File: src/hw/rtl/mgrs_pkg.sv
// ----------------------------------------------------------------------------
// mgrs_pkg
// Shared types and constants of the multichannel gain ramp smoother.
// ----------------------------------------------------------------------------
package mgrs_pkg;

  // field widths
  localparam int unsigned CH_W       = 5;
  localparam int unsigned SMP_W      = 24;
  localparam int unsigned GAIN_W     = 24;
  localparam int unsigned RF_W       = 16;
  localparam int unsigned CNT_W      = 6;
  localparam int unsigned FRAC_EXTRA = 16;
  localparam int unsigned CUR_W      = GAIN_W + FRAC_EXTRA;
  localparam int unsigned STEP_W     = CUR_W + 1;
  localparam int unsigned MAX_CH     = 32;

  // queue depths
  localparam int unsigned IN_DEPTH  = 4;
  localparam int unsigned IN_AW     = $clog2(IN_DEPTH);
  localparam int unsigned OUT_DEPTH = 2;
  localparam int unsigned OUT_AW    = $clog2(OUT_DEPTH);

  // configuration port
  localparam int unsigned CFG_IDX_W  = 4;
  localparam int unsigned CFG_DATA_W = RF_W;
  localparam logic [CFG_IDX_W-1:0] CFG_RAMP_FRAMES   = 4'd0;
  localparam logic [CFG_IDX_W-1:0] CFG_CHANNEL_COUNT = 4'd1;
  localparam logic [RF_W-1:0]  RAMP_FRAMES_RESET   = 16'd480;
  localparam logic [CNT_W-1:0] CHANNEL_COUNT_RESET = 6'd2;

  // item opcodes
  localparam logic OP_SAMPLE = 1'b0;
  localparam logic OP_SET    = 1'b1;

  typedef struct packed {
    logic                     op;
    logic [CH_W-1:0]          channel;
    logic signed [SMP_W-1:0]  sample;
    logic [GAIN_W-1:0]        target_gain;
  } in_item_t;

  typedef struct packed {
    logic signed [SMP_W-1:0]  sample_out;
    logic [CH_W-1:0]          out_channel;
    logic [GAIN_W-1:0]        gain_used;
  } out_item_t;

  // classified request handed from front to engine
  typedef struct packed {
    logic                     is_set;
    logic [CH_W-1:0]          channel;
    logic signed [SMP_W-1:0]  sample;
    logic [GAIN_W-1:0]        target_gain;
  } cmd_t;

  typedef struct packed {
    logic [RF_W-1:0]  ramp_frames;
    logic [CNT_W-1:0] channel_count;
  } cfg_t;

endpackage

File: src/hw/rtl/mgrs_out_queue.sv
// ----------------------------------------------------------------------------
// mgrs_out_queue
// Result queue between the engine and the result port.
// ----------------------------------------------------------------------------
module mgrs_out_queue import mgrs_pkg::*; (
  input  logic      clk_i,
  input  logic      rst_ni,
  input  logic      push_i,
  input  out_item_t item_i,
  output logic      full_o,
  output logic      empty_o,
  input  logic      pop_i,
  output out_item_t item_o
);

  out_item_t         mem_q [OUT_DEPTH];
  logic [OUT_AW-1:0] wr_ptr_q;
  logic [OUT_AW-1:0] rd_ptr_q;
  logic [OUT_AW:0]   cnt_q;
  logic              wr_en, rd_en;

  assign full_o  = (cnt_q == (OUT_AW+1)'(OUT_DEPTH));
  assign empty_o = (cnt_q == '0);
  assign wr_en   = push_i && !full_o;
  assign rd_en   = pop_i && !empty_o;
  assign item_o  = mem_q[rd_ptr_q];

  // pointers and fill count
  always_ff @(posedge clk_i or negedge rst_ni) begin
    if (!rst_ni) begin
      wr_ptr_q <= '0;
      rd_ptr_q <= '0;
      cnt_q    <= '0;
    end else begin
      if (wr_en) begin
        wr_ptr_q <= wr_ptr_q + 1'b1;
      end
      if (rd_en) begin
        rd_ptr_q <= rd_ptr_q + 1'b1;
      end
      if (wr_en && !rd_en) begin
        cnt_q <= cnt_q + 1'b1;
      end else if (rd_en && !wr_en) begin
        cnt_q <= cnt_q - 1'b1;
      end
    end
  end

  // storage
  always_ff @(posedge clk_i) begin
    if (wr_en) begin
      mem_q[wr_ptr_q] <= item_i;
    end
  end

endmodule

File: config.mk
export PLATFORM = sky130hd
export DESIGN_NAME = mgrs_out_queue
export DESIGN_NICKNAME = d
export VERILOG_FILES = /design/src/hw/rtl/mgrs_pkg.sv /design/src/hw/rtl/mgrs_out_queue.sv
export SDC_FILE = /design/constraint.sdc
export NUM_CORES = 1
export LEC_CHECK = 0
export BUFFER_PORTS_ARGS = -buffer_cell sky130_fd_sc_hd__buf_4
export CORE_MARGIN = 2
export CORE_UTILIZATION = 47
export DETAILED_ROUTE_END_ITERATION = 12
export GPL_TIMING_DRIVEN = 0
export PLACE_DENSITY = 0.71
export SLEW_MARGIN = 20
export SYNTH_ARGS = -nofsm -noshare
export SYNTH_HDL_FRONTEND = slang
export SYNTH_SLANG_ARGS = --single-unit
File: constraint.sdc
create_clock -name clk_i -period 3.6 [get_ports clk_i]
set_clock_uncertainty 0.2 [all_clocks]
set_input_delay 0.72 -clock clk_i [delete_from_list [all_inputs] [get_ports clk_i]]
set_output_delay 0.72 -clock clk_i [all_outputs]
set_load 0.05 [all_outputs]
Yosys cells after proc, flatten, opt, wreduce, memory -nomap -nowiden
Memory sizes are Yosys's and may differ from the RTL's.
Cells that the tools add are included.
Operators by class
  $add $sub $neg: 4
  $mul: 0
  divide/modulo/power cells: 0
  order comparisons: 0
  equality and inequality tests: 1
  shifts and indexed selects: 0
  muxes and demuxes: 4
  bitwise operators: 0
  reduce and logical (&&, ||, !) cells: 10
Operator list (count)
  $logic_and 1x1->1: 4
  $logic_not 1->1: 4
  $mux 2: 2
  $add 1x1->1 const B: 2
  $add 2x1->2 const B: 1
  $eq 2x2->1 const B: 1
  $logic_not 2->1: 1
  $mux 1: 2
  $reduce_bool 2->1: 1
  $sub 2x1->2 const B: 1
Storage, ports and cells
  register bits: 4
  bits in latches: 0
  RAM bits: 106
  bits in read-only memories: 0
  word-level logic and storage cells: 23
  memories kept: 1
Memories
  mem_q: depth 2, width 53, read ports 1, clocked after Yosys merged registers in 0, write ports 1, line mgrs_out_queue.sv:16  | out_item_t mem_q [OUT_DEPTH];

Logic depth before layout (Yosys ltp)
Gate-level depths: netlist of run 1.
  depth after elaboration: 7
  gate-level depth with buffers: 7

Least setup slack after synthesis of run 1
No wires, ideal clock.
  path kind: input -> register
  from: in push_i
  to: mem mem_q[0][0] (netlist name), enable pin
  arrival time: 3.031 ns
  data required time: 2.936 ns
  setup slack: -0.094 ns
  cell stages on the path: 2
  cell sequence: nand2_1 > nor2_1
On the way
  longest elaborated chain between the ends: 3
RTL lines
  from (decl): line mgrs_out_queue.sv:8  | input logic push_i,
  $logic_and 1x1->1: line mgrs_out_queue.sv:24  | assign wr_en = push_i && !full_o;
  $mux 1: line mgrs_out_queue.sv:51  | if (wr_en) begin
  $mux 1 (not written as such): line mgrs_out_queue.sv:52  | mem_q[wr_ptr_q] <= item_i;
  to (decl): line mgrs_out_queue.sv:16
Every way passes these cells.

==> metrics.txt, run 1 <==
num ports=112; CP required=2.68 ns; post-route clock period utilization=just under 70%; filler instances=650; worst endpoint data arrival time=1.57 ns; vias per inst=about 4.8; CTS tree=built; clock group share of total power=12.6%; Max Freq=just over 400 MHz; H-tree depth=3; outcome=complete, no violations; Post-Syn Nets=242; Die W=approximately 100 um; total die area=9870 um^2; diode count=0; Rel. slew slack=72.7%; register area=3280 um^2; unrepaired setup endpoints after global routing=false; Crit path depth=4; switching share of total power=40.4%; CTS clk-pin slew, worst paths=0.10 ns; Post-DRT Antenna Nets=0; max_cap viols=0; Clock Tree Buf Depth=2; Logic pwr share=51.3%; cell with the most instances after synthesis=edfxtp_1; # rows=34; Die H=roughly 99 um; Post-DP HPWL=4670 um; VDD IR max=0.594 mV; Buf/Inv on CP=3; Placeable Area=8760 um^2; R2R Setup Slk=1.73 ns; average size of a mapped cell=23.2 um^2; total number of vias=2023; synth cell count leaders=106 x edfxtp_1, 49 x mux2_4, 5 x buf_12; Overall Global Routing Usage=14.4%; drt wl/cell=16.2 um; Setup crit end=item_o[25]; Initial Util=48.7%; worst slew pin tran=0.408 ns; count of unique library cells instantiated by Yosys=15; Skew-Pair Late Insertion Delay=~0.35 ns; Worst Setup SP=rd_ptr_q$_DFFE_PN0P_; Setup TNS Final=0 ns; Area growth syn-to-layout=28.6%; critical path's largest stage delay=0.35 ns; vias in the first global route=around 2200; synth top area cells=edfxtp_1 75%, mux2_4 17%, buf_12 2.3%; Worst path slowest cell=dfrtp_1; share of the synthesized area in the top cell type=between 70% and 80%; final number of setup-violating endpoints=0; Pwr Total=5080 uW; CP startpoint kind=flip-flop; Post-CTS Setup Inserts=0; drt initial violations=88; port bufs=111; TritonRoute pass-1 iters=4; crit-path cells=buf_6, buf_12, mux2_4, buf_4; minimum clock period=2.49 ns; Hold Path Class=primary input to flip-flop; Critical R2R Launch=cnt_q[0]$_DFFE_PN0P_; Max Slew Vio Count=0; R2R depth=4; pre-CTS setup slack=approximately 1.5 ns; P_int=slightly above 3000 uW; post-placement cell area=5320 um^2; post-route DRC violation count=0; Mapped Cells=between 150 and 200; register area share after synthesis=76.9%; Mapped Area=4270 um^2; WL final=a little under 7000 um; Pleak=roughly 0.0022 uW; FF+latch count, synth=110; delay-heaviest family, CP=buffers and inverters; reg-to-reg endpoint=mem_q[0][37]$_DFFE_PP_; cts bufs inserted=9; Final GP Congestion=0.666; # nets final=between 300 and 400; Post-synth top flop=edfxtp_1; initial antenna violation count=0; largest net degree at the start of global routing=33; Syn. warnings=0; Pwr Density=925 nW/um^2; CP Capture Type=output port; worst-path maximum fanout=10; share of cells above drive strength 1=roughly three fifths; Multi-input gate area=882 um^2; cell accounting for the most synthesized area=edfxtp_1; EDFF count, synth=106; sequential share of power=36.0%; Root Driver=clkbuf_8; Finished Cell Area=5500 um^2; CTS Sinks=110; post_cts resized=0; Net Switching=2060 uW; final setup margin=1.11 ns; WS Path Type=flip-flop to output port; fin util=approximately 63%; first-pass GRT wire length=10800 um; Remaining Overflow, GRT=0; async set or reset register ratio after synthesis=3.64%; endpoints failing hold=0
-- power groups by stage --
stage / Combinational (uW) / Clock [uW] / Sequential (uW)
floorplan: 1970 / 0 / 1850
global placement: 2560 / 0 / 1870
detailed placement: 2640 / 0 / 1870
CTS: 2650 / 669 / 1840
global route: 2720 / 716 / 1860
finish: 2610 / 643 / 1830
-- placed cells by master (no fill, tap or decap) --
cell type and n:
buf_4 111, edfxtp_1 106, mux2_4 49, clkbuf_8 9, buf_12 7, mux2_2 4, dfrtp_1 4, xnor2_1 3
inv_1 2, nor2_1 2, xor2_1 2, inv_6 2, clkbuf_1 2, buf_6 1, nand2b_1 1, nand2_1 1
o21ai_1 1, and3_4 1, nor2_4 1, ha_1 1, clkinv_1 1, clkinv_2 1, clkinvlp_4 1, dlygate4sd3_1 1
buf_16 1
-- kinds of logic (layout without fill, tap and decap cells) --
family,count (synthesis),in the layout,synth area share (%)
buf+inv,8,139,2.78
mux,53,53,18.3
flops,110,110,76.9
simple gates,6,6,0.644
xor+xnor,5,5,1.03
compound gates,1,1,0.117
fa+ha+maj,1,1,0.293
-- worst min path at each step --
| stage | depth (start not counted) | to | from |
|---|---|---|---|
| global route | 1 | mem_q[1][6]$_DFFE_PP_ | item_i[6] |
| detailed placement | 1 | wr_ptr_q$_DFFE_PN0P_ | rst_ni |
| global placement | 1 | wr_ptr_q$_DFFE_PN0P_ | wr_ptr_q$_DFFE_PN0P_ |
| finish | 1 | mem_q[1][6]$_DFFE_PP_ | item_i[6] |
| CTS | 1 | mem_q[0][38]$_DFFE_PP_ | item_i[38] |
| floorplan | 0 | cnt_q[0]$_DFFE_PN0P_ | rst_ni |
-- metrics by stage --
step / hold WS (ns) / cells
final: 0.339 / 423
after floorplan: 0.224 / 184
after global placement: 0.295 / 403
after CTS: 0.322 / 423
after detailed placement: 0.320 / 406
after global routing: 0.310 / 423
-- sequential cells by signal, indices dropped and copies added, names as in the netlist --
signal    flops
mem_q       106
wr_ptr_q      1
rd_ptr_q      1
cnt_q         2
-- cell type report --
| class | count | area share, % |
|---|---|---|
| plain buffers | 6 | 2.03 |
| clock buffers | 11 | 2.39 |
| clock inverters | 5 | 0.615 |
| inverters | 2 | 0.137 |
| multi-input cells | 66 | 16.1 |
| flip-flops and latches | 110 | 59.7 |
| well taps | 108 | 2.46 |
| repair buffers | 115 | 16.6 |
-- routing by layer --
layer | track usage (%) | vias up | share of wire (%)
met5 | 0 | - | 0
met4 | 5.69 | 0 | 1.2
met3 | 3.65 | 6 | 5.6
met2 | 23.9 | 70 | 50
met1 | 18.3 | 978 | 43
li1 | - | 969 | -
-- what timing repair did --
action                     4_1_cts  5_1_grt
hold endpoints to repair         4        0
hold buffers                     1        0
setup endpoints to repair        0        0
No activity file was read; power rests on OpenSTA's default activity.
==> run 2: changes to the inputs <==
--- a/config.mk
+++ b/config.mk
@@ -7,10 +7,10 @@
 export LEC_CHECK = 0
 export BUFFER_PORTS_ARGS = -buffer_cell sky130_fd_sc_hd__buf_4
 export CORE_MARGIN = 2
-export CORE_UTILIZATION = 47
+export CORE_UTILIZATION = 52
 export DETAILED_ROUTE_END_ITERATION = 12
 export GPL_TIMING_DRIVEN = 0
-export PLACE_DENSITY = 0.71
+export PLACE_DENSITY = 0.75
 export SLEW_MARGIN = 20
 export SYNTH_ARGS = -nofsm -noshare
 export SYNTH_HDL_FRONTEND = slang
==> constraint.sdc (replaced) <==
create_clock -name clk_i -period 2.4 [get_ports clk_i]
set_clock_uncertainty 0.2 [all_clocks]
set_input_delay 0.48 -clock clk_i [delete_from_list [all_inputs] [get_ports clk_i]]
set_output_delay 0.48 -clock clk_i [all_outputs]
set_load 0.05 [all_outputs]
==> run 2 against run 1 <==
First-iteration DRC count is 3.4% lower. Routed wire length is 7.0% lower. Count of clock-buffer cells in the layout is 1 lower. Worst hold slack worse by 0.24 ns. Global-route usage is 0.11 points higher. Sequential share of layout area is 0.082 points lower. Die area is 9.2% lower. Highest routed layer unchanged. Largest power group unchanged.
==> metrics.txt, run 2 (synthesis results as in run 1) <==
Placeable Area=8090 um^2; first-pass GRT wire length=9500 um; worst endpoint data arrival time=1.54 ns; CTS clk-pin slew, worst paths=approximately 0.10 ns; Critical R2R Launch=cnt_q[0]$_DFFE_PN0P_; CP Capture Type=output port; Final GP Congestion=0.679; Inst Count DP=402; worst slew pin tran=approximately 0.74 ns; largest net degree at the start of global routing=54; Hold Path Origin=item_i[43]; Pwr Density=1400 nW/um^2; Rel. slew slack=50.7%; TritonRoute pass-1 iters=4; WHS Endpoint=mem_q[1][43]$_DFFE_PP_; Post-DRT Antenna Nets=0; final std cells w/o fill=419; max FFs per register=~110; WHS=0.102 ns; initial antenna violation count=0; Pleak=about 0.0022 uW; Max Freq=around 450 MHz; vias in the first global route=1942; commonest non-fill, non-tap cell in the layout=buf_4; outcome=complete, no violations; Die W=94.6 um; CTS tree=built; post_cts resized=0; H-tree depth=3; drt wl/cell=roughly 15 um; Overall Global Routing Usage=14.5%; final number of setup-violating endpoints=0; Max Slew Vio Count=0; final setup margin=about 0.18 ns; largest registers=mem_q x106, cnt_q x2; port bufs=between 100 and 150; R2R Setup Slk=0.49 ns; unrepaired setup endpoints after global routing=false; Skew-Pair Late Insertion Delay=about 0.34 ns; Hold Path Class=primary input to flip-flop; endpoints failing hold=0; post-route DRC violation count=0; CP required=1.72 ns; WS Path Type=flip-flop to output port; most frequent cells in the layout=111 x buf_4, 106 x edfxtp_1, 49 x mux2_4, 9 x clkbuf_8, 6 x buf_12; Pwr Total=7710 uW; num ports=about 110; CTS Sinks=110; Initial Util=52.8%; diode count=0; CP startpoint kind=flip-flop; Post-DP HPWL=4360 um; minimum clock period=2.22 ns; share of cells above drive strength 1=60.2%; Die H=94.6 um; Remaining Overflow, GRT=0; post-route clock period utilization=between 90% and 100%; vias per inst=roughly 4.8; register name with the most flops=mem_q; total number of vias=2003; reg-to-reg endpoint=mem_q[1][4]$_DFFE_PP_; Area growth syn-to-layout=28.8%; total die area=8960 um^2; cts bufs inserted=9; # rows=33; Root Driver=clkbuf_8; worst-path maximum fanout=10; hold depth=1; R2R depth=2; WL final=6380 um; VDD IR max=0.931 mV; pre-CTS setup slack=0.516 ns; Clock Tree Buf Depth=2; drt initial violations=85; # nets final=367; max_cap viols=0
-- run 2: changes by cell type in the layout (fill, tap and decap cells not counted), sizes merged --
cell	before	now
buf	120	119
bufinv	0	1
clkbuf	11	10
-- run 2: per-stage QoR --
step / area [um^2] / util [%] / setup TNS [ns]
final: 5500 / 68.0 / 0
after global routing: 5500 / 68.0 / 0
after CTS: 5500 / 68.0 / 0
after detailed placement: 5300 / 65.4 / 0
after global placement: 5250 / 64.8 / -8.23
after floorplan: 4280 / - / 0
-- run 2: final cells by class --
type	count	area [um^2]
buffer	6	111
clock buffer	10	128
clock inverter	6	68.8
fill	544	2590
inverter	2	7.51
multi-input combinational	66	882
sequential	110	3280
tap	105	131
timing repair buffer	114	891
-- run 2: layer usage --
layer	global-route usage (%)	part of all wire, %
met5	0	0
met4	5.80	1.3
met3	3.83	5.2
met2	25.1	54
met1	17.2	39
-- run 2: worst max path at each step --
stage                                     from  depth (start not counted)                    end  slack [ns]
after detailed placement  cnt_q[0]$_DFFE_PN0P_                          2  mem_q[1][5]$_DFFE_PP_        0.52
after CTS                 rd_ptr_q$_DFFE_PN0P_                          4             item_o[37]        0.15
after floorplan           cnt_q[0]$_DFFE_PN0P_                          3  mem_q[0][0]$_DFFE_PP_        0.32
after global routing      rd_ptr_q$_DFFE_PN0P_                          4             item_o[37]        0.10
after global placement    cnt_q[0]$_DFFE_PN0P_                          3  mem_q[0][5]$_DFFE_PP_       -0.16
final                     rd_ptr_q$_DFFE_PN0P_                          4              item_o[3]        0.18
-- run 2: timing repair --
| item | CTS | global route |
|---|---|---|
| buffers inserted | 0 | 0 |
| endpoints found under the hold margin | 4 | 0 |
| hold buffers | 1 | 0 |
-- run 2: power by group --
part           leakage, uW  internal (uW)  switching, uW
logic              0.00109           1520           2360
clock network    0.0000973            491            586
registers          0.00103           2630            126
-- run 2: critical path, cell delays in order, from the launching register on --
cell and delay [ns]:
dfrtp_1 0.35, buf_6 0.18, buf_12 0.17, mux2_4 0.31, buf_4 0.19
