<file path="config.mk">
export PLATFORM = sky130hd
export DESIGN_NAME = mgrs_front
export DESIGN_NICKNAME = d
export VERILOG_FILES = /design/src/hw/rtl/mgrs_pkg.sv /design/src/hw/rtl/mgrs_front.sv
export SDC_FILE = /design/constraint.sdc
export NUM_CORES = 1
export LEC_CHECK = 0
export ABC_AREA = 1
export BUFFER_PORTS_ARGS = -buffer_cell sky130_fd_sc_hd__buf_2
export CORE_ASPECT_RATIO = 1.1
export CORE_UTILIZATION = 55
export DETAILED_ROUTE_END_ITERATION = 16
export PLACE_DENSITY = 0.84
export SYNTH_ARGS = -nofsm -noshare
export SYNTH_HDL_FRONTEND = slang
export SYNTH_SLANG_ARGS = --single-unit
</file>
<file path="constraint.sdc">
create_clock -name clk_i -period 4.69 [get_ports clk_i]
set_clock_uncertainty 0.05 [all_clocks]
set_input_delay 0.938 -clock clk_i [delete_from_list [all_inputs] [get_ports clk_i]]
set_output_delay 0.938 -clock clk_i [all_outputs]
set_load 0.01 [all_outputs]
</file>
<file path="src/hw/rtl/mgrs_pkg.sv">
// ----------------------------------------------------------------------------
// mgrs_pkg
// Shared types and constants of the multichannel gain ramp smoother.
// ----------------------------------------------------------------------------
package mgrs_pkg;

  // field widths
  localparam int unsigned CH_W       = 5;
  localparam int unsigned SMP_W      = 24;
  localparam int unsigned GAIN_W     = 24;
  localparam int unsigned RF_W       = 16;
  localparam int unsigned CNT_W      = 6;
  localparam int unsigned FRAC_EXTRA = 16;
  localparam int unsigned CUR_W      = GAIN_W + FRAC_EXTRA;
  localparam int unsigned STEP_W     = CUR_W + 1;
  localparam int unsigned MAX_CH     = 32;

  // queue depths
  localparam int unsigned IN_DEPTH  = 4;
  localparam int unsigned IN_AW     = $clog2(IN_DEPTH);
  localparam int unsigned OUT_DEPTH = 2;
  localparam int unsigned OUT_AW    = $clog2(OUT_DEPTH);

  // configuration port
  localparam int unsigned CFG_IDX_W  = 4;
  localparam int unsigned CFG_DATA_W = RF_W;
  localparam logic [CFG_IDX_W-1:0] CFG_RAMP_FRAMES   = 4'd0;
  localparam logic [CFG_IDX_W-1:0] CFG_CHANNEL_COUNT = 4'd1;
  localparam logic [RF_W-1:0]  RAMP_FRAMES_RESET   = 16'd480;
  localparam logic [CNT_W-1:0] CHANNEL_COUNT_RESET = 6'd2;

  // item opcodes
  localparam logic OP_SAMPLE = 1'b0;
  localparam logic OP_SET    = 1'b1;

  typedef struct packed {
    logic                     op;
    logic [CH_W-1:0]          channel;
    logic signed [SMP_W-1:0]  sample;
    logic [GAIN_W-1:0]        target_gain;
  } in_item_t;

  typedef struct packed {
    logic signed [SMP_W-1:0]  sample_out;
    logic [CH_W-1:0]          out_channel;
    logic [GAIN_W-1:0]        gain_used;
  } out_item_t;

  // classified request handed from front to engine
  typedef struct packed {
    logic                     is_set;
    logic [CH_W-1:0]          channel;
    logic signed [SMP_W-1:0]  sample;
    logic [GAIN_W-1:0]        target_gain;
  } cmd_t;

  typedef struct packed {
    logic [RF_W-1:0]  ramp_frames;
    logic [CNT_W-1:0] channel_count;
  } cfg_t;

endpackage

</file>
<file path="src/hw/rtl/mgrs_front.sv">
// ----------------------------------------------------------------------------
// mgrs_front
// Input queue: accepts requests, classifies them and holds them for the engine.
// ----------------------------------------------------------------------------
module mgrs_front import mgrs_pkg::*; (
  input  logic     clk_i,
  input  logic     rst_ni,
  input  logic     push_i,
  output logic     full_o,
  input  in_item_t in_item_i,
  output logic     cmd_valid_o,
  output cmd_t     cmd_o,
  input  logic     cmd_pop_i
);

  cmd_t             mem_q [IN_DEPTH];
  logic [IN_AW-1:0] wr_ptr_q, wr_ptr_d;
  logic [IN_AW-1:0] rd_ptr_q, rd_ptr_d;
  logic [IN_AW:0]   cnt_q, cnt_d;
  logic             wr_en, rd_en;
  cmd_t             cmd_new;

  // classify the incoming request
  always_comb begin
    cmd_new.is_set      = (in_item_i.op == OP_SET);
    cmd_new.channel     = in_item_i.channel;
    cmd_new.sample      = in_item_i.sample;
    cmd_new.target_gain = in_item_i.target_gain;
  end

  assign full_o      = (cnt_q == (IN_AW+1)'(IN_DEPTH));
  assign cmd_valid_o = (cnt_q != '0);
  assign wr_en       = push_i && !full_o;
  assign rd_en       = cmd_pop_i && cmd_valid_o;
  assign cmd_o       = mem_q[rd_ptr_q];

  // pointer and count update
  always_comb begin
    wr_ptr_d = wr_en ? wr_ptr_q + 1'b1 : wr_ptr_q;
    rd_ptr_d = rd_en ? rd_ptr_q + 1'b1 : rd_ptr_q;
    cnt_d    = cnt_q;
    if (wr_en && !rd_en) begin
      cnt_d = cnt_q + 1'b1;
    end else if (rd_en && !wr_en) begin
      cnt_d = cnt_q - 1'b1;
    end
  end

  always_ff @(posedge clk_i or negedge rst_ni) begin
    if (!rst_ni) begin
      wr_ptr_q <= '0;
      rd_ptr_q <= '0;
      cnt_q    <= '0;
    end else begin
      wr_ptr_q <= wr_ptr_d;
      rd_ptr_q <= rd_ptr_d;
      cnt_q    <= cnt_d;
    end
  end

  // storage
  always_ff @(posedge clk_i) begin
    if (wr_en) begin
      mem_q[wr_ptr_q] <= cmd_new;
    end
  end

endmodule

</file>
; ---- Word-level counts from Yosys, hierarchy flattened
; Memories as Yosys holds them, arrays and structs flattened.
; Index checks and enable logic that the tools add are counted.
[classes]
n_addsub = 4
eq_ne = 1
n_mux = 4
reduce_logical = 9
[op_table]
columns = operator, count
row1 = $mux 3, 2
row2 = $add 2x1->2 const B, 2
row3 = $logic_and 1x1->1, 4
row4 = $add 3x1->3 const B, 1
row5 = $eq 3x3->1 const B, 1
row6 = $logic_not 1->1, 3
row7 = $reduce_bool 3->1, 1
row8 = $sub 3x1->3 const B, 1
row9 = $mux 1, 2
row10 = $reduce_bool 2->1, 1
[word_totals]
reg_bits = 7
mem_bits_rw = 216
memories = 1
[memory_table]
columns = memory, words, word_bits, read_ports, rd_clocked_by_memory_dff, wr, line
row1 = mem_q, 4, 54, 1, 0, 1, mgrs_front.sv:16  ; cmd_t mem_q [IN_DEPTH];

; ---- Logic depth before layout (Yosys ltp)
; Gate-level depths: netlist (run 1).
[depth]
depth_word = 7
mapped_depth = 12
ltp_nobuf = 12

; ---- Worst setup path after synthesis (run 1)
; Ideal clock, no wire load.
[synth_timing]
path_type = input to register
from = in push_i
to = mem mem_q[0][0] (netlist name), enable pin
arrival_ns = 3.346
slack_ns = 0.828
cell_stages = 2
path_cell_list = nand2_1 nor2_1
[synth_via]
elab_chain_len = 3
[synth_lines]
columns = item, line
row1 = from (decl), mgrs_front.sv:8  ; input logic push_i,
row2 = $logic_and 1x1->1, mgrs_front.sv:33  ; assign wr_en = push_i && !full_o;
row3 = $mux 1, mgrs_front.sv:63  ; if (wr_en) begin
row4 = $mux 1 (not written as such), mgrs_front.sv:64  ; mem_q[wr_ptr_q] <= cmd_new;
row5 = to (decl), mgrs_front.sv:16
; No other way between the ends.

==> metrics, run 1 <==
outcome finished clean; Post-synth EDFFs around 220; adder and majority gate portion of the synthesized area 0.00911; max_cap viols 0; final worst-path cycle share 0.730; number of buffers inserted by post-CTS setup repair 0; number of detailed-route iterations in the first pass 5; Top-Level Pins between 100 and 150; RSZ-0062 raised after global routing no; quantity of gates resized following cts 0; leakage power about 4.3 nW; Sequential Power Share 0.418; total of hold buffers inserted after clock tree synthesis 0; Clock Tree Root sky130_fd_sc_hd__clkbuf_16; WP buf/inv 3; Worst Setup Start Kind register; main combinational cell family by area after synthesis compound AO/OA/AOI/OAI gates; total via count after detailed routing between 5k and 6k; site row count 48; min Tclk post-route between 3 and 4 ns; number of nets with antenna violations after routing 0; fraction of power spent switching nets 0.340; critical path startpoint rd_ptr_q[0]; power density of the placed cells 624 nW/um^2; final worst hold slack roughly 0.22 ns; H-tree depth reported by CTS 1; type of the tightest min-delay check input pin to asynchronous set/reset pin; clock tree buffer depth 3; type of the worst setup path register to output pin; highest achievable clock rate ~0.29 GHz; Initial Util 0.569; share of synthesized area occupied by flip-flops and latches 0.735; Routed Wire Length ~16000 um; kind of end point of the critical path output pin; Final TNS setup 0 ns; largest cells by area after synthesis sky130_fd_sc_hd__edfxtp_1, sky130_fd_sc_hd__nand2_1, sky130_fd_sc_hd__o211ai_1; list of most frequent post-synthesis cells sky130_fd_sc_hd__edfxtp_1, sky130_fd_sc_hd__nand2_1, sky130_fd_sc_hd__inv_1; CTS tree built; final routed wire length divided by cell count approximately 16 um; critical path's top delay family buffers and inverters; total cell area at the placement stage about 9800 um^2; Area growth, synth to finish 15.7%; worst slack at placement around 1.8 ns; Most Frequent Cell on Critical Path sky130_fd_sc_hd__nand2_1; total congestion overflow 0; mux cell area share after synthesis 0; P_sw around 2.2 mW; simple-gate share of the synthesized area 0.0808; Total Power approximately 6.5 mW; largest net degree at the start of global routing between 100 and 150; final worst-path setup slack around 1.3 ns; Setup Viol. Count Final 0; nets in the synthesized netlist 754; Final Slew Violations 0; Combinational Power Share 0.331; standard cell core area approximately 16000 um^2; fraction of registers with async set or reset after synthesis 0.0314; part of the total power dissipated in the clock network 0.251; arrival time of data at the critical path endpoint 2.43 ns; synthesized cell area slightly above 9000 um^2; Power Internal between 4 and 5 mW; predominant post-synthesis flop cell sky130_fd_sc_hd__edfxtp_1; GP Congestion roughly 0.70; DRC Markers 0; final instance area about 10000 um^2; data required time of the worst path approximately 3.7 ns; largest area contributor in the netlist sky130_fd_sc_hd__edfxtp_1; tightest slew margin relative to the limit 0.395; share of post-route cells with drive strength above 1 0.216; mean area per synthesized cell ~13 um^2; total number of yosys warnings 0; Critical Path Slowest Stage Cell sky130_fd_sc_hd__inv_6; final number of hold-violating endpoints 0; clk_lat worst skew 0.49 ns; floorplan die area between 15000 and 20000 um^2; most numerous cell in the Yosys netlist sky130_fd_sc_hd__edfxtp_1; initial antenna violation count 2; horizontal die dimension approximately 120 um; Yosys top cell area share 0.716; half-perimeter wire length of the detailed placement result 9270 um; cells along the critical path inv_6 > buf_12 > nand2_1 > o211ai_1 > nand2_1 > buf_2; largest fanout of any net on the critical path 122; global-route usage over all layers 0.186; slew of the pin with the lowest slew margin 0.907 ns; number of clock sinks 223; fraction of synthesized cell area in xor and xnor cells 0.000967; Critical Path Max Stage Delay 0.48 ns; Post-Synthesis Cells 690; number of distinct library cell variants in the gate-level netlist after synthesis 17; post-CTS clock slew at the launch and capture registers of the worst setup and hold paths 0.06 ns; number of synthesized register bits about 220; vias per cell approximately 5.2; worst voltage drop across the vdd grid ~0.63 mV; vertical die dimension 137 um; vias in the first global route 4951; Inserted Clock Buffers 22; drt first-iter violations roughly 300; global-route wire length before repair 24600 um; fraction of the mapped netlist area in compound gates 0.101; number of nets in the finished design 864; count of buffers inserted at the top-level ports approximately 110; startpoint of the most critical register-to-register path cnt_q[0]
power by group through the flow:
stage | Combinational, mW | Clock, mW | Sequential, mW
2_1_floorplan | 1.50 | 0 | 2.77
3_3_place_gp | 2.15 | 0 | 2.76
3_5_place_dp | 2.20 | 0 | 2.77
4_1_cts | 2.21 | 1.67 | 2.74
5_1_grt | 2.41 | 1.75 | 2.76
6_report | 2.17 | 1.64 | 2.73
flip-flops by register name, summed over array words and instances (netlist names):
name and cells:
rd_ptr_q 2, mem_q 216, wr_ptr_q 2, cnt_q 3
per-stage QoR:
step / utilization / cells
3_3_place_gp: 0.616 / 976
4_1_cts: 0.658 / 1015
5_1_grt: 0.659 / 1016
2_1_floorplan: - / 690
6_report: 0.659 / 1016
3_5_place_dp: 0.616 / 976
cell families (layout without fill, tap and decap cells):
kind of cell / after synthesis / count (layout)
other: 0 / 1
AOI/OAI and AO/OA: 109 / 109
xor gates and xnor gates: 1 / 1
buffers and inverters: 159 / 284
DFF: 223 / 223
and+or+nand+nor: 192 / 192
adders and majority gates: 6 / 6
per-layer routing:
| metal | wire [um] | vias to the layer above | track usage |
|---|---|---|---|
| met5 | 12 | - | 0 |
| met4 | 301 | 2 | 0.0663 |
| met3 | 816 | 22 | 0.0321 |
| met2 | 8040 | 136 | 0.330 |
| met1 | 6640 | 2526 | 0.231 |
| li1 | - | 2614 | - |
cell type report:
type,instances,area [um^2]
timing repair buffer,121,651
clock inverter,7,56.3
fill,1144,5430
tap,200,250
clock buffer,32,619
inverter,124,470
antenna,1,2.50
multi-input combinational,308,1770
sequential,223,6660
path summary, 6_finish.rpt:
kind / end / slack [ns] / cells past startpoint
min: cnt_q[2] / 0.22 / 1
min reg2reg: cnt_q[2] / 0.47 / 2
max reg2reg: mem_q[3][15] / 2.32 / 5
max in group asynchronous: rd_ptr_q[1] / 4.19 / 1
max: cmd_o[34] / 1.27 / 6
min in group clk_i: cnt_q[2] / 0.47 / 2
cell usage in the layout, fill, tap and decap left out, types with 4 or more instances in the layout:
master	netlist	routed
sky130_fd_sc_hd__edfxtp_1	216	216
sky130_fd_sc_hd__nand2_1	180	180
sky130_fd_sc_hd__inv_1	122	122
sky130_fd_sc_hd__buf_2	27	113
sky130_fd_sc_hd__o211ai_1	88	88
sky130_fd_sc_hd__clkbuf_16	0	23
sky130_fd_sc_hd__o211ai_2	20	20
sky130_fd_sc_hd__clkbuf_1	4	8
sky130_fd_sc_hd__nand3_1	7	7
sky130_fd_sc_hd__dfrtp_1	7	6
sky130_fd_sc_hd__buf_4	0	6
sky130_fd_sc_hd__ha_1	5	5
sky130_fd_sc_hd__nor2_4	0	4
No activity file was read; power rests on OpenSTA's default activity.
==> run 2: changes to the inputs <==
- CORE_UTILIZATION: 55 -> 52
- clock period: 4.69 -> 2.9 ns (I/O delays scaled with it)
==> run 2 against run 1 <==
  * Wire length rose by 0.99%
  * Die area rose by 5.7%
  * Power up 68%
  * Clock power up 79%
  * Setup slack worse by 0.95 ns
  * Sequential share of layout area decreased by 1.4 points
  * Register-to-register slack got worse by 1.7 ns
  * Non-clock buffer count grew 5
  * Global-route usage is 0.61 points lower
  * Critical endpoint is now cmd_o[15]
  * Largest cell class unchanged
==> metrics, run 2 (synthesized netlist as in run 1, its figures left out) <==
Total Power 11.0 mW (+68%); floorplan die area 18000 um^2 (+5.7%); post-CTS clock slew at the launch and capture registers of the worst setup and hold paths 0.06 ns (about the same); min Tclk post-route between 2 and 3 ns; number of buffers inserted by post-CTS setup repair 0 (unchanged); max_cap viols 0 (unchanged); half-perimeter wire length of the detailed placement result 9060 um (-2.2%); commonest cells after routing, fill and taps aside sky130_fd_sc_hd__edfxtp_1, sky130_fd_sc_hd__nand2_1, sky130_fd_sc_hd__inv_1; number of detailed-route iterations in the first pass 4 (-1); power density of the placed cells 1030 nW/um^2 (+64%); global-route wire length before repair 25100 um (+2.0%); DRC Markers 0 (unchanged); CTS tree built; Finished Layout Cells 1056 (+3.9%); GP Congestion 0.759 (+8.1%); vias in the first global route 5185 (+4.7%); instance count after placement with tap cells included 1014 (+3.9%); number of nets with antenna violations after routing 0 (unchanged); fin util 0.630 (-0.0286); number of nets in the finished design 870 (+0.69%); Clock Tree Root sky130_fd_sc_hd__clkbuf_16; vias per cell 5.03 (-3.5%); final worst hold slack 0.252 ns (+0.0303 ns); largest reg by FF count mem_q; outcome finished clean; Initial Util 0.532 (-0.0368); Area growth, synth to finish 18.3%; total congestion overflow 0 (unchanged); largest net degree at the start of global routing 60 (-51%); worst voltage drop across the vdd grid 0.773 mV (+22%); H-tree depth reported by CTS 1 (unchanged); area occupied by multi-input gates 1770 um^2 (unchanged); drt first-iter violations 259 (-14%); final worst-path cycle share 0.889; tightest slew margin relative to the limit 0.544 (+0.150); leakage power 4.39 nW (+2.0%); data required time of the worst path 2.27 ns (-1.43 ns); Inserted Clock Buffers 23 (+4.5%); number of clock sinks 223 (unchanged); horizontal die dimension 128 um (+2.8%); global-route usage over all layers 0.180 (-0.00607); Routed Wire Length 16000 um (+0.99%); type of the tightest min-delay check input pin to register; kind of end point of the critical path output pin; initial antenna violation count 0 (-2); total via count after detailed routing 5315 (+0.28%); Fillers 1256 (+9.8%); final routed wire length divided by cell count 15.1 um (-2.8%); arrival time of data at the critical path endpoint 1.95 ns (-0.48 ns); count of buffers inserted at the top-level ports 113 (unchanged); RSZ-0062 raised after global routing no; clk_lat worst skew 0.49 ns (about the same); largest fanout of any net on the critical path 59 (-52%); vertical die dimension 140 um (+2.8%); highest achievable clock rate around 0.39 GHz; slew of the pin with the lowest slew margin 0.683 ns (-0.223 ns); Top-Level Pins 114 (unchanged); commonest non-fill, non-tap cell in the layout sky130_fd_sc_hd__edfxtp_1; Worst Setup Start Kind register; share of post-route cells with drive strength above 1 0.225 (+0.00911); Final Slew Violations 0 (unchanged); sequential cell area in the final layout 6660 um^2 (unchanged); Ant. Diodes 0 (-1); final number of hold-violating endpoints 0 (unchanged); Setup Viol. Count Final 0 (unchanged); site row count 50 (+4.2%); largest registers mem_q x216, cnt_q x3; type of the worst setup path register to output pin; clock tree buffer depth 3 (unchanged); max FFs per register 216 (unchanged); Final TNS setup 0 ns (unchanged); standard cell core area 17000 um^2 (+6.9%)
run 2: changes by cell type in the layout (fill, tap and decap cells not counted), sizes merged:
cell         delta
diode           -1
clkinv          -3
bufinv          +1
inv             +1
clkbuf          +2
buf             +4
dlygate4sd3     +1
clkinvlp        +1
run 2: where the power goes:
| group | internal [mW] | switching, mW | leakage [nW] |
|---|---|---|---|
| combinational | 1.27 | 2.38 | 1.96 |
| clock | 1.80 | 1.13 | 0.375 |
| sequential | 4.24 | 0.174 | 2.06 |
| total | 7.31 | 3.68 | 4.39 |
run 2: layer usage:
layer / track usage / vias up / share of wire
met5: 0 / - / 0
met4: 0.0712 / 0 / 0.024
met3: 0.0309 / 33 / 0.042
met2: 0.330 / 116 / 0.53
met1: 0.208 / 2537 / 0.41
li1: - / 2629 / -
run 2: area by class of cell:
class	instances	share of cell area
inverters	124	0.0439
well taps	234	0.0273
clock inverters	7	0.00864
flip-flops and latches	223	0.621
clock buffers	34	0.0634
multi-input cells	308	0.165
repair buffers	126	0.0703
run 2: critical path: stages, from the launching register on:
cell,delay [ns]
sky130_fd_sc_hd__dfrtp_1,0.44
sky130_fd_sc_hd__inv_6,0.24
sky130_fd_sc_hd__buf_12,0.31
sky130_fd_sc_hd__nand2_1,0.12
sky130_fd_sc_hd__o211ai_2,0.08
sky130_fd_sc_hd__nand2_1,0.09
sky130_fd_sc_hd__buf_2,0.15
run 2: worst paths after layout:
| kind | startpoint | to | slack [ns] | cells after the start |
|---|---|---|---|---|
| worst max-delay path | rd_ptr_q[0] | cmd_o[15] | 0.32 | 6 |
| worst min-delay path | in_item_i[37] | mem_q[1][37] | 0.25 | 1 |
| worst max register to register | cnt_q[0] | cnt_q[1] | 0.67 | 9 |
| worst min register to register | cnt_q[2] | cnt_q[2] | 0.47 | 2 |
| max in group asynchronous | rst_ni | rd_ptr_q[1] | 2.22 | 2 |
| min in group asynchronous | rst_ni | cnt_q[0] | 0.40 | 2 |
run 2: per-stage QoR:
step	cell area, um^2	setup slack, ns
after global placement	9940	0.763
final	10700	0.321
after floorplan	9060	-0.605
after global routing	10700	0.168
after detailed placement	9940	0.675
after CTS	10700	0.292
run 2: timing repair:
action / CTS / global route
gates resized for setup: 0 / 0
setup endpoints to repair: 0 / 0
hold buffers: 1 / 0
endpoints found under the hold margin: 7 / 0
==> run 3: changes to the inputs <==
- ABC_AREA: 1 -> default
- CORE_UTILIZATION: 52 -> 51
- PLACE_DENSITY: 0.84 -> 0.83
==> run 3 against run 2 <==
  * Power is 8.3% lower
  * Cell area is 8.4% lower
  * Wire length down 11%
  * Global-route usage down 0.25 points
  * First-iteration DRC count shrank 31%
  * Flip-flop and latch count stayed put
  * Setup slack got worse by 0.16 ns
  * Fmax is 5.7% lower
  * Register-to-register slack lost 0.13 ns
==> metrics, run 3 <==
fraction of registers with async set or reset after synthesis 0.0314 (unchanged); critical path's top delay family flip-flops; number of clock sinks 223 (unchanged); Critical Path Slowest Stage Cell sky130_fd_sc_hd__dfrtp_4; slew of the pin with the lowest slew margin 0.573 ns (-0.110 ns); WP buf/inv 2 (-1); list of most frequent post-synthesis cells sky130_fd_sc_hd__edfxtp_1, sky130_fd_sc_hd__mux4_2, sky130_fd_sc_hd__buf_2, sky130_fd_sc_hd__dfrtp_1; path length in cells of the critical path 3 (-3); tightest slew margin relative to the limit 0.617 (+0.0728); number of detailed-route iterations in the first pass 4 (unchanged); number of nets in the finished design 518 (-40%); worst slack at placement 0.443 ns (-0.232 ns); DRC Markers 0 (unchanged); cells along the critical path buf_4 > mux4_2 > buf_2; global-route wire length before repair 21600 um (-14%); worst voltage drop across the vdd grid 0.572 mV (-26%); largest area contributor in the netlist sky130_fd_sc_hd__edfxtp_1; Top-Level Pins 114 (unchanged); CTS tree built; arrival time of data at the critical path endpoint 2.10 ns (+0.15 ns); number of synthesized register bits 223 (unchanged); vias per cell 5.45 (+8.2%); fraction of the mapped netlist area in compound gates 0 (-0.101); largest net degree at the start of global routing 36 (-40%); min Tclk post-route 2.73 ns (+0.156 ns); final routed wire length divided by cell count 21.1 um (+40%); startpoint of the most critical register-to-register path cnt_q[2]; global-route usage over all layers 0.178 (-0.00245); Clock Tree Root sky130_fd_sc_hd__clkbuf_16; fraction of synthesized cell area in xor and xnor cells 0.00640 (+0.00544); Setup Viol. Count Final 0 (unchanged); share of synthesized area occupied by flip-flops and latches 0.812 (+0.0764); final worst-path setup slack 0.166 ns (-0.156 ns); Inserted Clock Buffers 21 (-8.7%); r2r endpoint cnt_q[2]; Area growth, synth to finish 19.6%; largest registers mem_q x216, cnt_q x3; adder and majority gate portion of the synthesized area 0.0101 (+0.000947); quantity of gates resized following cts 0 (unchanged); site row count 48 (-4.0%); Fillers 1107 (-12%); type of the tightest min-delay check input pin to register; Finished Layout Cells 669 (-37%); number of distinct library cell variants in the gate-level netlist after synthesis 19 (+2); data required time of the worst path 2.27 ns (about the same); predominant post-synthesis flop cell sky130_fd_sc_hd__edfxtp_1; mux cell area share after synthesis 0.151 (+0.151); RSZ-0062 raised after global routing no; type of the worst setup path register to output pin; Yosys top cell area share 0.790 (+0.0744); GP Congestion 0.703 (-7.4%); Worst Setup Start Kind register; drt first-iter violations 180 (-31%); max_cap viols 0 (unchanged); critical path startpoint rd_ptr_q[0]; commonest cells after routing, fill and taps aside sky130_fd_sc_hd__edfxtp_1, sky130_fd_sc_hd__buf_2, sky130_fd_sc_hd__mux4_2; instance count after placement with tap cells included 629 (-38%); vias in the first global route 4079 (-21%); crit path to cmd_o[26]; floorplan die area 16600 um^2 (-7.5%); simple-gate share of the synthesized area 0.00762 (-0.0732); clock tree buffer depth 3 (unchanged); Post-Synthesis Cells 317 (-54%); standard cell core area 15700 um^2 (-7.5%); Initial Util 0.522 (-0.0109); total via count after detailed routing 3643 (-31%); largest reg by FF count mem_q; most numerous cell in the Yosys netlist sky130_fd_sc_hd__edfxtp_1; kind of end point of the critical path output pin; max FFs per register 216 (unchanged); post-CTS clock slew at the launch and capture registers of the worst setup and hold paths 0.06 ns (about the same); total number of yosys warnings 0 (unchanged); mean area per synthesized cell 25.9 um^2 (+97%); synthesized cell area 8210 um^2 (-9.4%); vertical die dimension 135 um (-3.8%); Worst R2R Setup Slack 0.54 ns (-0.13 ns); share of post-route cells with drive strength above 1 0.472 (+0.247); number of nets with antenna violations after routing 0 (unchanged); leakage power 3.39 nW (-23%); Routed Wire Length 14100 um (-11%); clk_lat worst skew 0.49 ns (about the same); final number of hold-violating endpoints 0 (unchanged); largest cells by area after synthesis sky130_fd_sc_hd__edfxtp_1, sky130_fd_sc_hd__mux4_2, sky130_fd_sc_hd__dfrtp_1; half-perimeter wire length of the detailed placement result 8670 um (-4.3%); outcome finished clean; highest achievable clock rate 0.366 GHz (-5.7%); fin util 0.624 (-0.00611); largest fanout of any net on the critical path 12 (-80%); Post-synth EDFFs 216 (unchanged); number of cells on the worst reg-to-reg path 8 (-1); Final Slew Violations 0 (unchanged); count of buffers inserted at the top-level ports 113 (unchanged); H-tree depth reported by CTS 1 (unchanged); horizontal die dimension 123 um (-3.8%); total congestion overflow 0 (unchanged); Total Power 10.1 mW (-8.3%); sequential cell area in the final layout 6670 um^2 (about the same); Final TNS setup 0 ns (unchanged); initial antenna violation count 2 (+2); nets in the synthesized netlist 381 (-49%); commonest non-fill, non-tap cell in the layout sky130_fd_sc_hd__edfxtp_1; final worst-path cycle share 0.943 (+0.0537); main combinational cell family by area after synthesis multiplexers; area occupied by multi-input gates 1440 um^2 (-19%); Critical Path Max Stage Delay 0.58 ns (+0.14 ns); power density of the placed cells 1030 nW/um^2 (+0.14%)
==> run 3: cell types whose count changed after synthesis, moves of 3 or more <==
| cell | change |
|---|---|
| sky130_fd_sc_hd__clkbuf_1 | -4 |
| sky130_fd_sc_hd__o211ai_1 | -88 |
| sky130_fd_sc_hd__mux4_2 | +54 |
| sky130_fd_sc_hd__nand2_1 | -179 |
| sky130_fd_sc_hd__nor2_1 | -3 |
| sky130_fd_sc_hd__and2_1 | +4 |
| sky130_fd_sc_hd__inv_1 | -119 |
| sky130_fd_sc_hd__o211ai_2 | -20 |
| sky130_fd_sc_hd__buf_2 | -20 |
| sky130_fd_sc_hd__xnor2_1 | +3 |
| sky130_fd_sc_hd__nand3_1 | -6 |
==> run 3: through the flow <==
step	hold slack (ns)	area, um^2
detailed placement	0.374	9110
global route	0.246	9820
floorplan	0.234	8210
CTS	0.238	9810
finish	0.254	9820
global placement	0.366	9110
==> run 3: repair_timing <==
action                                  4_1_cts  5_1_grt
hold buffers                                  1        0
endpoints found under the hold margin         7        0
endpoints found under the setup margin       14        0
buffers inserted                              1        0
==> run 3: area by class of cell <==
type / instances / share of cell area
Clock inverter: 15 / 0.0150
Antenna cell: 1 / 0.000255
Inverter: 3 / 0.00115
Multi-Input combinational cell: 78 / 0.147
Tap cell: 200 / 0.0255
Timing Repair Buffer: 127 / 0.0783
Sequential cell: 223 / 0.679
Clock buffer: 22 / 0.0539
==> run 3: cells by family after synthesis <==
group,after synthesis
xor+xnor,6
fa+ha+maj,6
mux,56
buf+inv,16
simple gates,10
flops,223
==> run 3: how the worst min path moves through the flow <==
stage | startpoint | cells past startpoint | endpoint
after floorplan | rst_ni | 0 | cnt_q[0]
after global placement | rst_ni | 1 | cnt_q[1]
after detailed placement | rst_ni | 1 | cnt_q[0]
after CTS | in_item_i[7] | 1 | mem_q[0][7]
after global routing | in_item_i[31] | 1 | mem_q[2][31]
final | in_item_i[7] | 1 | mem_q[2][7]
==> run 3: power breakdown <==
group / switching [mW] / internal [mW] / total [mW]
logic: 1.50 / 1.42 / 2.92
clock network: 1.09 / 1.59 / 2.68
registers: 0.212 / 4.27 / 4.48
==> run 3: metal layers <==
| metal | global-route usage | part of all wire | vias to the layer above |
|---|---|---|---|
| met5 | 0 | 0.00064 | - |
| met1 | 0.215 | 0.39 | 1890 |
| met4 | 0.0576 | 0.018 | 2 |
| met3 | 0.0393 | 0.055 | 28 |
| met2 | 0.314 | 0.53 | 99 |
| li1 | - | - | 1624 |
